### src/hdl/lei_pkg.sv
`timescale 1ns / 1ps

package lei_pkg;

  // Coordinate, product and derivative widths
  localparam int CoordW  = 32;
  localparam int MulAW   = 33;
  localparam int MulBW   = 32;
  localparam int ProdW   = 64;
  localparam int DerivW  = 43;
  localparam int AccW    = 42;
  localparam int DtFracW = 24;

  typedef logic signed [CoordW-1:0] coord_t;
  typedef logic signed [MulAW-1:0]  mul_a_t;
  typedef logic signed [MulBW-1:0]  mul_b_t;
  typedef logic signed [ProdW-1:0]  prod_t;

  localparam coord_t OneQ22 = 32'sd4194304;

  localparam prod_t SatMax = 64'sd2147483647;
  localparam prod_t SatMin = -64'sd2147483648;

  // Register indexes of the configuration port
  typedef enum logic [2:0] {
    RegSigma    = 3'd0,
    RegRho      = 3'd1,
    RegBeta     = 3'd2,
    RegTimeStep = 3'd3,
    RegZoom     = 3'd4
  } reg_idx_e;

  // Clamp a wide signed value to the coordinate range
  function automatic coord_t sat_coord(input prod_t v);
    coord_t r;
    if (v > SatMax) begin
      r = coord_t'(SatMax);
    end else if (v < SatMin) begin
      r = coord_t'(SatMin);
    end else begin
      r = coord_t'(v);
    end
    return r;
  endfunction

endpackage

### src/hdl/lei_mul.sv
`timescale 1ns / 1ps

// Shared signed multiplier with a registered product
module lei_mul (
  input  logic            clk_i,
  input  logic            en_i,
  input  lei_pkg::mul_a_t a_i,
  input  lei_pkg::mul_b_t b_i,
  output lei_pkg::prod_t  prod_o
);

  logic signed [lei_pkg::MulAW+lei_pkg::MulBW-1:0] full;
  lei_pkg::prod_t                                  prod_q;

  assign full = a_i * b_i;

  always_ff @(posedge clk_i) begin
    if (en_i) begin
      prod_q <= $signed(full[lei_pkg::ProdW-1:0]);
    end
  end

  assign prod_o = prod_q;

endmodule

### src/hdl/lorenz_euler_integrator.sv
`timescale 1ns / 1ps

// Channel    Dir  Handshake                     Payload
// s_axis     in   s_axis_tvalid/s_axis_tready   tdata[0] restart
// m_axis     out  m_axis_tvalid/m_axis_tready   tdata pos_x, pos_y, pos_z
// cfg        in   cfg_we_i (no wait)            cfg_idx_i, cfg_data_i
//
// A step word and a restart word both go from acceptance to the result
// register through the single shared multiplier, which runs one product per
// cycle through a fixed schedule of 14 (step) or 3 (restart) products. The
// input is taken only while the sequencer is idle. Reset loads the default
// registers and the point (1,1,1). The result register holds a finished
// word while the next one is computed; the sequencer waits on its last step
// when the result register is still full.
module lorenz_euler_integrator (
  input  logic        clk_i,
  input  logic        rst_ni,
  // input stream
  input  logic        s_axis_tvalid,
  output logic        s_axis_tready,
  input  logic [7:0]  s_axis_tdata,   // [0] restart, [7:1] zero
  // output stream
  output logic        m_axis_tvalid,
  input  logic        m_axis_tready,
  output logic [95:0] m_axis_tdata,   // [31:0] pos_x, [63:32] pos_y, [95:64] pos_z
  // configuration
  input  logic        cfg_we_i,
  input  logic [2:0]  cfg_idx_i,
  input  logic [21:0] cfg_data_i
);

  // Schedule: the step value names the product issued in that cycle; the
  // product issued one step earlier is consumed at the same time.
  localparam logic [3:0] StepSigma = 4'd0;
  localparam logic [3:0] StepRho   = 4'd1;
  localparam logic [3:0] StepXz    = 4'd2;
  localparam logic [3:0] StepXy    = 4'd3;
  localparam logic [3:0] StepBeta  = 4'd4;
  localparam logic [3:0] StepDlx   = 4'd5;
  localparam logic [3:0] StepDhx   = 4'd6;
  localparam logic [3:0] StepDly   = 4'd7;
  localparam logic [3:0] StepDhy   = 4'd8;
  localparam logic [3:0] StepDlz   = 4'd9;
  localparam logic [3:0] StepDhz   = 4'd10;
  localparam logic [3:0] StepZoomX = 4'd11;
  localparam logic [3:0] StepZoomY = 4'd12;
  localparam logic [3:0] StepZoomZ = 4'd13;
  localparam logic [3:0] StepOut   = 4'd14;

  typedef enum logic [1:0] {
    StIdle = 2'b01,
    StRun  = 2'b10
  } state_e;

  state_e state_q;
  logic [3:0] step_q;
  logic       restart_q;

  // configuration registers
  logic [20:0] sigma_q;
  logic [21:0] rho_q;
  logic [17:0] beta_q;
  logic [20:0] dt_q;
  logic [11:0] zoom_q;

  // point and intermediates
  lei_pkg::coord_t x_q, y_q, z_q;
  lei_pkg::coord_t zx_q, zy_q;
  logic signed [lei_pkg::DerivW-1:0] dx_q, dy_q, dz_q;
  logic signed [lei_pkg::AccW-1:0]   acc_q;

  logic        out_valid_q;
  logic [95:0] out_q;

  lei_pkg::mul_a_t mul_a;
  lei_pkg::mul_b_t mul_b;
  lei_pkg::prod_t  prod;
  logic            mul_en;
  logic            stall;
  logic            in_acc;
  logic            out_load;
  lei_pkg::coord_t zoom_sat;

  assign s_axis_tready = (state_q == StIdle);
  assign in_acc        = s_axis_tvalid && s_axis_tready;
  assign m_axis_tvalid = out_valid_q;
  assign m_axis_tdata  = out_q;

  // hold the last step while the previous result is still waiting
  assign stall    = (step_q == StepOut) && out_valid_q && !m_axis_tready;
  assign mul_en   = (state_q == StRun) && (step_q != StepOut);
  assign out_load = (state_q == StRun) && (step_q == StepOut) && !stall;

  assign zoom_sat = lei_pkg::sat_coord(prod >>> 8);

  // Operand select for the shared multiplier
  always_comb begin
    mul_a = '0;
    mul_b = '0;
    unique case (step_q)
      StepSigma: begin
        mul_a = lei_pkg::MulAW'(y_q) - lei_pkg::MulAW'(x_q);
        mul_b = lei_pkg::mul_b_t'({11'b0, sigma_q});
      end
      StepRho: begin
        mul_a = lei_pkg::MulAW'(x_q);
        mul_b = lei_pkg::mul_b_t'({10'b0, rho_q});
      end
      StepXz: begin
        mul_a = lei_pkg::MulAW'(x_q);
        mul_b = z_q;
      end
      StepXy: begin
        mul_a = lei_pkg::MulAW'(x_q);
        mul_b = y_q;
      end
      StepBeta: begin
        mul_a = lei_pkg::MulAW'(z_q);
        mul_b = lei_pkg::mul_b_t'({14'b0, beta_q});
      end
      StepDlx: begin
        mul_a = lei_pkg::mul_a_t'({9'b0, dx_q[lei_pkg::DtFracW-1:0]});
        mul_b = lei_pkg::mul_b_t'({11'b0, dt_q});
      end
      StepDhx: begin
        mul_a = lei_pkg::MulAW'(dx_q >>> lei_pkg::DtFracW);
        mul_b = lei_pkg::mul_b_t'({11'b0, dt_q});
      end
      StepDly: begin
        mul_a = lei_pkg::mul_a_t'({9'b0, dy_q[lei_pkg::DtFracW-1:0]});
        mul_b = lei_pkg::mul_b_t'({11'b0, dt_q});
      end
      StepDhy: begin
        mul_a = lei_pkg::MulAW'(dy_q >>> lei_pkg::DtFracW);
        mul_b = lei_pkg::mul_b_t'({11'b0, dt_q});
      end
      StepDlz: begin
        mul_a = lei_pkg::mul_a_t'({9'b0, dz_q[lei_pkg::DtFracW-1:0]});
        mul_b = lei_pkg::mul_b_t'({11'b0, dt_q});
      end
      StepDhz: begin
        mul_a = lei_pkg::MulAW'(dz_q >>> lei_pkg::DtFracW);
        mul_b = lei_pkg::mul_b_t'({11'b0, dt_q});
      end
      StepZoomX: begin
        mul_a = lei_pkg::MulAW'(x_q);
        mul_b = lei_pkg::mul_b_t'({20'b0, zoom_q});
      end
      StepZoomY: begin
        mul_a = lei_pkg::MulAW'(y_q);
        mul_b = lei_pkg::mul_b_t'({20'b0, zoom_q});
      end
      StepZoomZ: begin
        mul_a = lei_pkg::MulAW'(z_q);
        mul_b = lei_pkg::mul_b_t'({20'b0, zoom_q});
      end
      default: begin
        mul_a = '0;
        mul_b = '0;
      end
    endcase
  end

  lei_mul u_mul (
    .clk_i  (clk_i),
    .en_i   (mul_en),
    .a_i    (mul_a),
    .b_i    (mul_b),
    .prod_o (prod)
  );

  // Sequencer and configuration
  always_ff @(posedge clk_i or negedge rst_ni) begin
    if (!rst_ni) begin
      state_q     <= StIdle;
      step_q      <= StepSigma;
      restart_q   <= 1'b0;
      out_valid_q <= 1'b0;
      sigma_q     <= 21'd655360;
      rho_q       <= 22'd1835008;
      beta_q      <= 18'd174762;
      dt_q        <= 21'd167772;
      zoom_q      <= 12'd1280;
      x_q         <= lei_pkg::OneQ22;
      y_q         <= lei_pkg::OneQ22;
      z_q         <= lei_pkg::OneQ22;
    end else begin
      if (out_load) begin
        out_valid_q <= 1'b1;
      end else if (m_axis_tvalid && m_axis_tready) begin
        out_valid_q <= 1'b0;
      end

      if (cfg_we_i) begin
        unique case (lei_pkg::reg_idx_e'(cfg_idx_i))
          lei_pkg::RegSigma:    sigma_q <= cfg_data_i[20:0];
          lei_pkg::RegRho:      rho_q   <= cfg_data_i;
          lei_pkg::RegBeta:     beta_q  <= cfg_data_i[17:0];
          lei_pkg::RegTimeStep: dt_q    <= cfg_data_i[20:0];
          lei_pkg::RegZoom:     zoom_q  <= cfg_data_i[11:0];
          default: ;  // drop writes to unknown indexes
        endcase
      end

      unique case (state_q)
        StIdle: begin
          if (in_acc) begin
            state_q   <= StRun;
            restart_q <= s_axis_tdata[0];
            if (s_axis_tdata[0]) begin
              // reload the start point and go straight to the zoom products
              x_q    <= lei_pkg::OneQ22;
              y_q    <= lei_pkg::OneQ22;
              z_q    <= lei_pkg::OneQ22;
              step_q <= StepZoomX;
            end else begin
              step_q <= StepSigma;
            end
          end
        end
        StRun: begin
          if (!stall) begin
            // apply the new coordinates once their delta is complete
            if (step_q == StepDhy) begin
              x_q <= lei_pkg::sat_coord(lei_pkg::ProdW'(x_q) + lei_pkg::ProdW'(acc_q));
            end
            if (step_q == StepDhz) begin
              y_q <= lei_pkg::sat_coord(lei_pkg::ProdW'(y_q) + lei_pkg::ProdW'(acc_q));
            end
            if (step_q == StepZoomY && !restart_q) begin
              z_q <= lei_pkg::sat_coord(lei_pkg::ProdW'(z_q) + lei_pkg::ProdW'(acc_q));
            end
            if (step_q == StepOut) begin
              state_q <= StIdle;
              out_q   <= {zoom_sat, zy_q, zx_q};
            end else begin
              step_q <= step_q + 4'd1;
            end
          end
        end
        default: state_q <= StIdle;
      endcase
    end
  end

  // Datapath: consume the product issued one step earlier
  always_ff @(posedge clk_i) begin
    if (state_q == StRun && !stall) begin
      unique case (step_q)
        StepRho:   dx_q  <= lei_pkg::DerivW'(prod >>> 16);
        StepXz:    dy_q  <= lei_pkg::DerivW'(prod >>> 16) - lei_pkg::DerivW'(y_q);
        StepXy:    dy_q  <= dy_q - lei_pkg::DerivW'(prod >>> 22);
        StepBeta:  dz_q  <= lei_pkg::DerivW'(prod >>> 22);
        StepDlx:   dz_q  <= dz_q - lei_pkg::DerivW'(prod >>> 16);
        StepDhx:   acc_q <= lei_pkg::AccW'(prod >>> lei_pkg::DtFracW);
        StepDly:   acc_q <= acc_q + lei_pkg::AccW'(prod);
        StepDhy:   acc_q <= lei_pkg::AccW'(prod >>> lei_pkg::DtFracW);
        StepDlz:   acc_q <= acc_q + lei_pkg::AccW'(prod);
        StepDhz:   acc_q <= lei_pkg::AccW'(prod >>> lei_pkg::DtFracW);
        StepZoomX: acc_q <= acc_q + lei_pkg::AccW'(prod);
        StepZoomY: zx_q  <= zoom_sat;
        StepZoomZ: zy_q  <= zoom_sat;
        default: ;  // first issue and output load consume nothing here
      endcase
    end
  end

endmodule

### config.mk
export PLATFORM = sky130hd
export DESIGN_NAME = lorenz_euler_integrator
export DESIGN_NICKNAME = d
export VERILOG_FILES = /design/src/hdl/lei_pkg.sv /design/src/hdl/lei_mul.sv /design/src/hdl/lorenz_euler_integrator.sv
export SDC_FILE = /design/constraint.sdc
export NUM_CORES = 2
export LEC_CHECK = 0
export BUFFER_PORTS_ARGS = -buffer_cell sky130_fd_sc_hd__buf_2
export CAP_MARGIN = 10
export CORE_ASPECT_RATIO = 1.75
export CORE_MARGIN = 4
export CORE_UTILIZATION = 60
export CTS_BUF_LIST = sky130_fd_sc_hd__clkbuf_8
export DETAILED_ROUTE_END_ITERATION = 7
export PLACE_DENSITY_LB_ADDON = 0.25
export SLEW_MARGIN = 15
export SYNTH_ARGS = -nofsm -noshare
export SYNTH_HDL_FRONTEND = slang
export SYNTH_HIERARCHICAL = 1
export SYNTH_SLANG_ARGS = --single-unit
export TNS_END_PERCENT = 1
### constraint.sdc
create_clock -name clk_i -period 23.5 [get_ports clk_i]
set_clock_uncertainty 0.1 [all_clocks]
set_input_delay 1.175 -clock clk_i [delete_from_list [all_inputs] [get_ports clk_i]]
set_output_delay 1.175 -clock clk_i [all_outputs]
set_load 0.03 [all_outputs]
==> qor.yml <==
floorplanning:
  die_height_um: 486
  die_x_um: 281
  core_area_um2: 130000
  ios: 136
  dieArea_um2: 136000
  rows: 175
  initial_core_util_pct: 60.2
global_route:
  track_usage_pct: 46.3
  antenna_found_initial: 32
  grt_use_met3_pct: 11.8
  grt_busiest_layer: "met2"
  grt_pass1_vias: 69700
  grt_max_degree: 80
  grt_util_met2_pct: 75.9
  grt_overflow: 0
  grt_pass1_wl_mm: 454
  grt_util_met1_pct: 45.2
detailed_routing:
  wirelength_mm: 311
  first_iter_violations: 6122
  ant_nets: 0
  dr.pass1.iters: 8
  via_count: 65300
  routedWlPerCell_um: 30.9
  drc: 0
  vias_per_cell: 6.49
clock_network:
  cts.repair.resized: 0
  path_clk_slew_ps: 80
  cts_buffer_depth: 3
  hold_buffers: 0
  htreeDepth: 3
  cts_sinks: 593
  clk_latency_ps: 860
  cts_root_buf: "clkbuf_8"
  cts_tree: "built"
  post_cts_buffers: 0
  cts_inserted_buffers: 87
logic_synthesis:
  synth_seq_cells: 593
  synth.distinct_cells: 107
  synth-main-ff-cell: "edfxtp_1"
  synth_top_area_share_pct: 28.4
  syn_area_per_cell_um2: 9.47
  yosys_warnings: 6
  syn-num-nets: 9920
  synth_area_um2: 78200
  synth_edf_count: 395
  async_flop_share_pct: 33.4
  yosysSeqAreaShare_pct: 21.5
  yosysTopAreaCell: "fa_1"
  synthTopCellsByArea: "fa_1 (28%), edfxtp_1 (15%), ha_1 (8.2%), inv_1 (6.7%), dfrtp_1 (5.4%)"
  synthCells: 8258
sta:
  fmax_mhz: 71.4
  slew_headroom_pct: 13.2
  slew_viol_final: 0
  setup_viol: 0
  setup_tns_ps: 0
  whs_ps: 145
  layout_min_cycle_time_ps: 14000
  worstMarginPinSlew_ps: 1300
  hold_violations: 0
  finalCritPeriodShare_pct: 59.6
  grt_setup_unrepaired: "no"
setup_path:
  r2r-end: "u_mul/prod_o[63]"
  critPathKind: "reg -> reg"
  slowest_stage: "a2111oi_1"
  r2r_cells: 41
  worstPathRequired_ps: 23930
  regToRegSetupSlack_ps: 9500
  max_stage_delay_ps: 940
  start_kind: "register"
  cp-end-kind: "register"
  crit_path_max_fanout: 33
  r2r-start: "y_q[0]"
  crit_arrival_ps: 14430
placed_design:
  dp_hpwl_mm: 237
  gp_congestion: 1.10
  io_buffers: 128
  numPlacedInstances: 9872
cells_and_area:
  area_delta_synth_final_pct: 6.33
  num-fill-cells: 10800
  final_common_cell: "inv_1"
  instances_no_fill: 10100
  drive_gt1_share_pct: 8.20
  nets: 9945
  layout_common_cells: "inv_1 (1404), fa_1 (1111), nand2_1 (940), and2_1 (566), ha_1 (513)"
worst_hold_path:
  hold_class: "in -> async"
status:
  status: "completed"
job:
  drv_cap: 0
-- logic make-up (layout without fill, tap and decap cells) --
family | Yosys count | after routing | synth area share [%]
muxes | 110 | 110 | 1.57
buffers and inverters | 1751 | 1849 | 8.53
xor gates and xnor gates | 345 | 345 | 3.86
adders and majority gates | 1624 | 1624 | 36.6
DFF | 593 | 593 | 21.5
and+or+nand+nor | 2251 | 2251 | 14.1
AOI/OAI and AO/OA | 1584 | 1584 | 13.7
other | 0 | 25 | 0
-- layout make-up --
| cell class | count | area (um^2) | share of cell area (%) |
|---|---|---|---|
| diodes | 25 | 62.6 | 0.0752 |
| clock buffers | 97 | 1340 | 1.61 |
| clock inverters | 65 | 628 | 0.755 |
| inverters | 1392 | 5230 | 6.28 |
| multi-input cells | 5914 | 55100 | 66.2 |
| flip-flops and latches | 593 | 16900 | 20.3 |
| well taps | 1681 | 2100 | 2.53 |
| repair buffers | 295 | 1900 | 2.28 |
-- flip-flops by register name (all words and copies together), names as in the netlist, 18 cells and up --
name / flops
x_q: 32
rho_q: 22
m_axis_tdata: 96
dz_q: 43
u_mul/prod_o: 64
dt_q: 21
acc_q: 42
beta_q: 18
dy_q: 43
zy_q: 32
z_q: 32
dx_q: 43
zx_q: 32
y_q: 32
sigma_q: 21
-- cell usage after synthesis (all sizes together) (11+ instances only) --
master and count:
inv 1391, o41ai 11, o21ai 334, a211oi 31, xnor2 210, a22oi 70, o211ai 30, nand3 103
a31oi 46, o21bai 60, nor2b 46, a31o 11, buf 28, nand4 52, nor2 248, a221o 92
nand2b 73, a22o 19, nor4 22, a21oi 383, or2 21, a21boi 14, a21o 199, xor2 135
a211o 16, mux2 100, nor3 69, dfrtp 168, a222oi 38, edfxtp 395, ha 513, and2 567
o21a 47, dfstp 30, a221oi 37, a2111oi 13, o31ai 42, or3 22, clkbuf 329, nand2 942
o2111ai 12, and3 42, fa 1111
-- how the worst max path moves through the flow --
stage | slack [ps] | to | startpoint | depth (start not counted)
2_1_floorplan | 12400 | u_mul/prod_o[57] | y_q[0] | 41
3_3_place_gp | 9940 | u_mul/prod_o[63] | y_q[0] | 40
3_5_place_dp | 9830 | u_mul/prod_o[59] | y_q[0] | 40
4_1_cts | 9750 | u_mul/prod_o[59] | y_q[0] | 40
5_1_grt | 9030 | u_mul/prod_o[60] | y_q[0] | 41
6_report | 9500 | u_mul/prod_o[63] | y_q[0] | 41
-- layer usage --
metal | wire length [um] | part of all wire [%] | up-vias
li1 | - | - | 27300
met1 | 91600 | 29 | 32200
met2 | 147000 | 47 | 3982
met3 | 28100 | 9.0 | 1826
met4 | 44200 | 14 | 10
met5 | 67 | 0.022 | -
-- metrics by stage --
| step | util (%) | setup slack (ps) | instance area [um^2] |
|---|---|---|---|
| after global routing | 64.0 | 9030 | 83100 |
| after CTS | 64.0 | 9750 | 83100 |
| after detailed placement | 62.5 | 9830 | 81100 |
| after global placement | 62.5 | 9940 | 81100 |
| after floorplan | - | 12400 | 78200 |
| final | 64.1 | 9500 | 83200 |
-- worst max-delay path, delay by kind of cell, from the launching register on --
kind	cells	cell delay (ps)
buf+inv	10	1680
xor+xnor	1	100
simple gates	7	1580
fa+ha+maj	11	5720
flops	1	370
compound gates	12	4120
Power is not shown: default switching activity piles up to over one toggle a cycle in this logic, so the estimate is an artifact.
